**config.mk**
```make
export PLATFORM = sky130hd
export DESIGN_NAME = fba_ctrl
export DESIGN_NICKNAME = d
export VERILOG_FILES = /design/src/hdl/fba_pkg.sv /design/src/hdl/fba_ctrl.sv
export VERILOG_INCLUDE_DIRS = /design/src /design/src/hdl
export SDC_FILE = /design/constraint.sdc
export NUM_CORES = 1
export LEC_CHECK = 0
export ABC_AREA = 1
export BUFFER_PORTS_ARGS = -buffer_cell sky130_fd_sc_hd__buf_4
export CAP_MARGIN = 20
export CORE_AREA = 10 10 47 49
export CTS_CLUSTER_DIAMETER = 60
export DETAILED_ROUTE_END_ITERATION = 8
export DIE_AREA = 0 0 57 59
export GPL_TIMING_DRIVEN = 0
export PLACE_DENSITY = 0.75
export SLEW_MARGIN = 30
export SYNTH_ARGS = -nofsm -noshare
export SYNTH_HDL_FRONTEND = slang
export SYNTH_SLANG_ARGS = --single-unit
```
**constraint.sdc**
```tcl
create_clock -name clk -period 4.15 [get_ports clk]
set_clock_uncertainty 0.2 [all_clocks]
set_input_delay 0.415 -clock clk [delete_from_list [all_inputs] [get_ports clk]]
set_output_delay 0.415 -clock clk [all_outputs]
set_load 0.03 [all_outputs]
```
**src/hdl/frame_bitmap_allocator_assert.svh**
```systemverilog
// Assertion macros for the allocator RTL (included by the controller).
// Included by files that carry concurrent checks; no other dependencies.
`ifndef FRAME_BITMAP_ALLOCATOR_ASSERT_SVH
`define FRAME_BITMAP_ALLOCATOR_ASSERT_SVH

// same-cycle implication
`define FBA_ASSERT_IMPL(lbl, clk, rst_n, ante, cons) \
    lbl: assert property (@(posedge clk) disable iff (!rst_n) (ante) |-> (cons)) \
        else $error("allocator check failed (same cycle)");

// next-cycle implication
`define FBA_ASSERT_NEXT(lbl, clk, rst_n, ante, cons) \
    lbl: assert property (@(posedge clk) disable iff (!rst_n) (ante) |=> (cons)) \
        else $error("allocator check failed (next cycle)");

`endif

```
**src/hdl/fba_pkg.sv**
```systemverilog
// Shared types and constants for the frame bitmap allocator.
// No dependencies; used by the controller, datapath and top level.
`timescale 1ns / 1ps

package fba_pkg;

    localparam int FRAME_W     = 20;
    localparam int FC_W        = 13;
    localparam int WORD_BITS   = 32;
    localparam int IN_TDATA_W  = 24;
    localparam int OUT_TDATA_W = 32;

    localparam logic [FC_W-1:0] FC_RESET = 13'd4096;

    localparam logic ACT_ALLOC = 1'b0;
    localparam logic ACT_FREE  = 1'b1;

    localparam logic [1:0] ST_DONE = 2'd0;
    localparam logic [1:0] ST_IDLE = 2'd1;
    localparam logic [1:0] ST_FULL = 2'd2;

    typedef enum logic [1:0] {
        RES_ALLOC,
        RES_FREE,
        RES_NOTHING,
        RES_FULL
    } res_kind_t;

    typedef struct packed {
        logic      clr_step;
        logic      load;
        logic      scan_step;
        logic      alloc_wr;
        logic      free_rd;
        logic      free_wr;
        logic      res_load;
        res_kind_t res_kind;
    } cmd_t;

    typedef struct packed {
        logic clr_last;
        logic act_free;
        logic base_zero;
        logic free_in_range;
        logic hit;
        logic exhausted;
    } sts_t;

endpackage

```
**src/hdl/fba_ctrl.sv**
```systemverilog
// Controller state machine: clearing pass, request dispatch, scan, free, result hand-off.
// Depends on fba_pkg and frame_bitmap_allocator_assert.svh.
`timescale 1ns / 1ps
`include "frame_bitmap_allocator_assert.svh"

module fba_ctrl (
    input  logic          clk,
    input  logic          rst_n,
    input  logic          s_tvalid,
    output logic          s_tready,
    output logic          m_tvalid,
    input  logic          m_tready,
    input  fba_pkg::sts_t sts,
    output fba_pkg::cmd_t cmd
);

    typedef enum logic [2:0] {
        S_CLEAR,
        S_IDLE,
        S_DISPATCH,
        S_SCAN,
        S_FREE_RD,
        S_FREE_WR,
        S_FINISH
    } state_t;

    state_t              state_reg, state_next;
    logic                ready_reg, ready_next;
    logic                out_valid_reg, out_valid_next;
    fba_pkg::res_kind_t  kind_reg, kind_next;

    always_comb
    begin
        state_next     = state_reg;
        ready_next     = ready_reg;
        out_valid_next = out_valid_reg && !m_tready;
        kind_next      = kind_reg;
        cmd            = '0;
        cmd.res_kind   = kind_reg;

        unique case (state_reg)
            S_CLEAR:
            begin
                cmd.clr_step = 1'b1;
                if (sts.clr_last)
                begin
                    state_next = S_IDLE;
                    ready_next = 1'b1;
                end
            end
            S_IDLE:
            begin
                if (s_tvalid && ready_reg)
                begin
                    cmd.load   = 1'b1;
                    ready_next = 1'b0;
                    state_next = S_DISPATCH;
                end
            end
            S_DISPATCH:
            begin
                if (sts.act_free)
                begin
                    if (sts.base_zero)
                    begin
                        kind_next  = fba_pkg::RES_NOTHING;
                        state_next = S_FINISH;
                    end
                    else if (sts.free_in_range)
                    begin
                        state_next = S_FREE_RD;
                    end
                    else
                    begin
                        kind_next  = fba_pkg::RES_FREE;
                        state_next = S_FINISH;
                    end
                end
                else if (!sts.base_zero)
                begin
                    kind_next  = fba_pkg::RES_NOTHING;
                    state_next = S_FINISH;
                end
                else
                begin
                    cmd.scan_step = 1'b1;
                    state_next    = S_SCAN;
                end
            end
            S_SCAN:
            begin
                if (sts.hit)
                begin
                    cmd.alloc_wr = 1'b1;
                    kind_next    = fba_pkg::RES_ALLOC;
                    state_next   = S_FINISH;
                end
                else if (sts.exhausted)
                begin
                    kind_next  = fba_pkg::RES_FULL;
                    state_next = S_FINISH;
                end
                else
                begin
                    cmd.scan_step = 1'b1;
                end
            end
            S_FREE_RD:
            begin
                cmd.free_rd = 1'b1;
                state_next  = S_FREE_WR;
            end
            S_FREE_WR:
            begin
                cmd.free_wr = 1'b1;
                kind_next   = fba_pkg::RES_FREE;
                state_next  = S_FINISH;
            end
            S_FINISH:
            begin
                if (!out_valid_reg || m_tready)
                begin
                    cmd.res_load   = 1'b1;
                    out_valid_next = 1'b1;
                    ready_next     = 1'b1;
                    state_next     = S_IDLE;
                end
            end
            default:
            begin
                state_next = S_CLEAR;
                ready_next = 1'b0;
            end
        endcase
    end

    always_ff @(posedge clk or negedge rst_n)
    begin
        if (!rst_n)
        begin
            state_reg     <= S_CLEAR;
            ready_reg     <= 1'b0;
            out_valid_reg <= 1'b0;
            kind_reg      <= fba_pkg::RES_NOTHING;
        end
        else
        begin
            state_reg     <= state_next;
            ready_reg     <= ready_next;
            out_valid_reg <= out_valid_next;
            kind_reg      <= kind_next;
        end
    end

    assign s_tready = ready_reg;
    assign m_tvalid = out_valid_reg;

    `FBA_ASSERT_NEXT(a_accept_dispatch, clk, rst_n, s_tvalid && ready_reg, state_reg == S_DISPATCH)
    `FBA_ASSERT_IMPL(a_one_write, clk, rst_n, 1'b1, $onehot0({cmd.clr_step, cmd.alloc_wr, cmd.free_wr}))
    `FBA_ASSERT_NEXT(a_hit_finish, clk, rst_n, state_reg == S_SCAN && sts.hit, state_reg == S_FINISH)
    `FBA_ASSERT_IMPL(a_clear_blocks, clk, rst_n, state_reg == S_CLEAR, !ready_reg)

endmodule

```
[Yosys cells after proc, flatten, opt, wreduce, memory -nomap -nowiden]
Cells that the tools add are included.
Word-level totals
  flip-flop bits (word level): 7
  output and inout bits: 11
  logic and storage cells: 65
Operators by class
  reduce and logical (&&, ||, !) cells: 11
  bitwise logic cells: 1
  eq/ne operators: 12
  muxes and demuxes: 37
Operators with widths (number)
  $mux W3: 7
  $pmux W3 S7: 1
  $mux W1: 18
  $mux W2: 8
  $reduce_and A4 Y1: 3
  $eq A3 B3 Y1 const B: 3
  $eq A3 B2 Y1 const B: 2
  $ne A2 B2 Y1 const B: 3
  $ne A3 B3 Y1 const B: 2
  $pmux W2 S3: 1
  $ne A4 B4 Y1 const B: 1
  $pmux W1 S4: 1
  $reduce_or A4 Y1: 1
  $eq A3 B1 Y1 const B: 1
  $logic_not A3 Y1: 1
  $reduce_bool A3 Y1: 1
  $logic_and A1 B1 Y1: 2
  $logic_not A1 Y1: 2
  $pmux W1 S2: 1
  $logic_or A1 B1 Y1: 1
  $not A1 Y1: 1

[Depth between registers and ports, before layout]
  word-level depth: 4
  depth in mapped cells: 8
  mapped depth without buffers: 8

[Worst setup path before layout]
Ideal clock, no wire load.
  kind: register to output
  start: register ready_reg (netlist: s_tready)
  end: output port cmd[7] in the netlist's numbering
  stages on the path, launching flop included: 3
  arrival time: 1314 ps
  path slack: 2221 ps
  path through: dfrtp_1 -> nand2_1 -> nor3_1
RTL lines
  from (decl): RTL line fba_ctrl.sv:28  | logic ready_reg, ready_next;
  from (signal assigned): RTL line fba_ctrl.sv:149  | ready_reg <= ready_next;
  to (decl): RTL line fba_ctrl.sv:14  | output fba_pkg::cmd_t cmd

==> run summary <==
Comb power frac: 0.689
CTS buffer count: 3
status: complete, no violations
synthesized area per cell: 6.15 sq um
initial core utilization: 0.412
period utilisation layout: 0.490
CTS tree: done
hold violation count in the final report: 0
Nets: 131
post-DP HPWL: 1250 microns
Pleak: 0.471 nW
largest cells by area after synthesis: dfrtp_1 26%, nand2_1 21%, inv_1 7.8%
Die Width: 57 microns
post-synth top area cell: dfrtp_1
Clock Tree Buf Depth: 2
Ys Warns: 0
Inserted Diodes: 0
P_int: 294 uW
WP data arrival: 1.42 ns
Post-Syn Area: 578 sq um
all-layer global routing usage: 0.0913
Worst setup SP type: flip-flop
Crit. End Element: output port
Fin Setup TNS: 0 ns
Required @ worst endpoint: 3.53 ns
Max Slew Vio Count: 0
post-synthesis sequential area ratio: 0.305
P per Cell Area: 802 nW/um^2
Reg clk slew, reported paths: 0.05 ns
worst slew pin tran: 0.311 ns
layout cell share with drive strength beyond 1: 0.311
H-Tree Depth: 1
post-synth top area share: 0.260
commonest non-fill, non-tap cell in the layout: nand2_1
commonest cells after routing, fill and taps aside: 33 x nand2_1, 21 x buf_4, 12 x inv_1, 10 x nor2_1, 8 x nand3_1
vias in the first global route: 649
Port Buf Inserts: 20
Reg power frac: 0.210
DRC: 0
chip height: 59 microns
CTS sink count: 7
Die ar.: 3360 sq um
Worst-Skew Late Latency: 0.25 ns
endpoints failing setup: 0
Remaining Overflow, GRT: 0
min Tclk post-route: 2.04 ns
Pre-antenna DRT Iters: 5
total net switching power: 336 uW
detailed-route wire length: 1550 microns
Worst Path Max Fanout: 8
WHS: 0.153 ns
Sw Ratio: 0.533
Core Area: 1400 sq um
RSZ-0062 raised after global routing: no
count of cell types in the netlist: 20
Mapped Cells: 94
via count: 663
Final Power: 629 uW
initial antenna violation count: 0
pre-CTS setup slack: 2.39 ns
P&R area growth vs syn: 35.7%
Worst Setup Path Type: reg2out
Peak Freq: 491 MHz
max_cap viols: 0
number of flip-flops in the largest register: 3
class of the worst hold path: in2reg
peak supply drop: 355 uV
first-pass GRT wire length: 2660 microns
Root Driver: clkbuf_4
io pins: 21
DR WL/cell: 11.5 microns
Post-CTS Setup Inserts: 0
clock power share: 0.101
Vias/cell: 4.91
Slew HR: 0.793
Final WS setup: 2.11 ns
Yosys reg bits: 7
Site Rows: 14
remaining antenna violation count: 0
RePlAce Congestion: 0.829
Syn Nets: 105
drt first-iter violations: 15
largest net degree at the start of global routing: 11
-- critical path, cell delays in order (launching register included) --
cell and delay [ns]:
dfrtp_1 0.36, buf_4 0.16, inv_2 0.13, nand3_2 0.12
nor2_2 0.12, o21a_1 0.13, buf_4 0.15
-- cells in the mapped netlist (all sizes together) --
cell   count
nand2     35
inv       14
nor2      14
nand3     11
dfrtp      6
o21ai      5
buf        2
a21oi      1
a31oi      1
dfstp      1
ha         1
nand4      1
nor3       1
o21a       1
-- area by class of cell --
type | instances | area (sq um)
Clock buffer | 4 | 26.3
Inverter | 14 | 52.6
Sequential cell | 7 | 176
Buffer | 2 | 12.5
Timing Repair Buffer | 21 | 160
Tap cell | 16 | 20.0
Multi-Input combinational cell | 71 | 337
Fill cell | 145 | 617
-- routing by layer --
layer,GRT usage,up-vias,part of all wire
li1,-,343,-
met1,0.114,292,0.46
met2,0.152,28,0.46
met3,0.0258,0,0.082
met4,0.0201,0,0
met5,0,-,0
-- cell families after synthesis --
| group | count (synthesis) | synth area share |
|---|---|---|
| buffers and inverters | 16 | 0.113 |
| and+or+nand+nor | 62 | 0.485 |
| adders and majority gates | 1 | 0.0216 |
| DFF | 7 | 0.305 |
| AOI/OAI and AO/OA | 8 | 0.0758 |
-- power groups by stage --
stage               Combinational, mW  Clock [mW]  Sequential [mW]
finish                          0.433      0.0636            0.133
global placement                0.423           0            0.132
CTS                             0.437      0.0651            0.132
detailed placement              0.431           0            0.133
global route                    0.488      0.0675            0.136
floorplan                       0.284           0            0.161
-- repair_timing --
| item | 4_1_cts | 5_1_grt |
|---|---|---|
| resized for setup | 0 | 0 |
| hold buffers | 1 | 0 |
| endpoints found under the hold margin | 7 | 0 |
-- worst paths after layout --
check	startpoint	endpoint	slack (ns)	cells after the start
max in group asynchronous	rst_n	kind_reg[1]	3.24	2
min in group asynchronous	rst_n	state_reg[1]	0.31	2
setup reg to reg	state_reg[2]	s_tready	2.64	6
hold reg to reg	kind_reg[0]	kind_reg[0]	0.28	2
setup / recovery	state_reg[2]	cmd[6]	2.11	6
hold / removal	m_tready	m_tvalid	0.15	2
-- metrics by stage --
stage          utilization  cells  area, sq um
3_3_place_gp         0.534    130          748
3_5_place_dp         0.534    130          748
6_report             0.560    135          785
5_1_grt              0.560    135          785
4_1_cts              0.560    135          785
2_1_floorplan            -     94          578
Note: power is estimated with default switching activity, not from simulation.
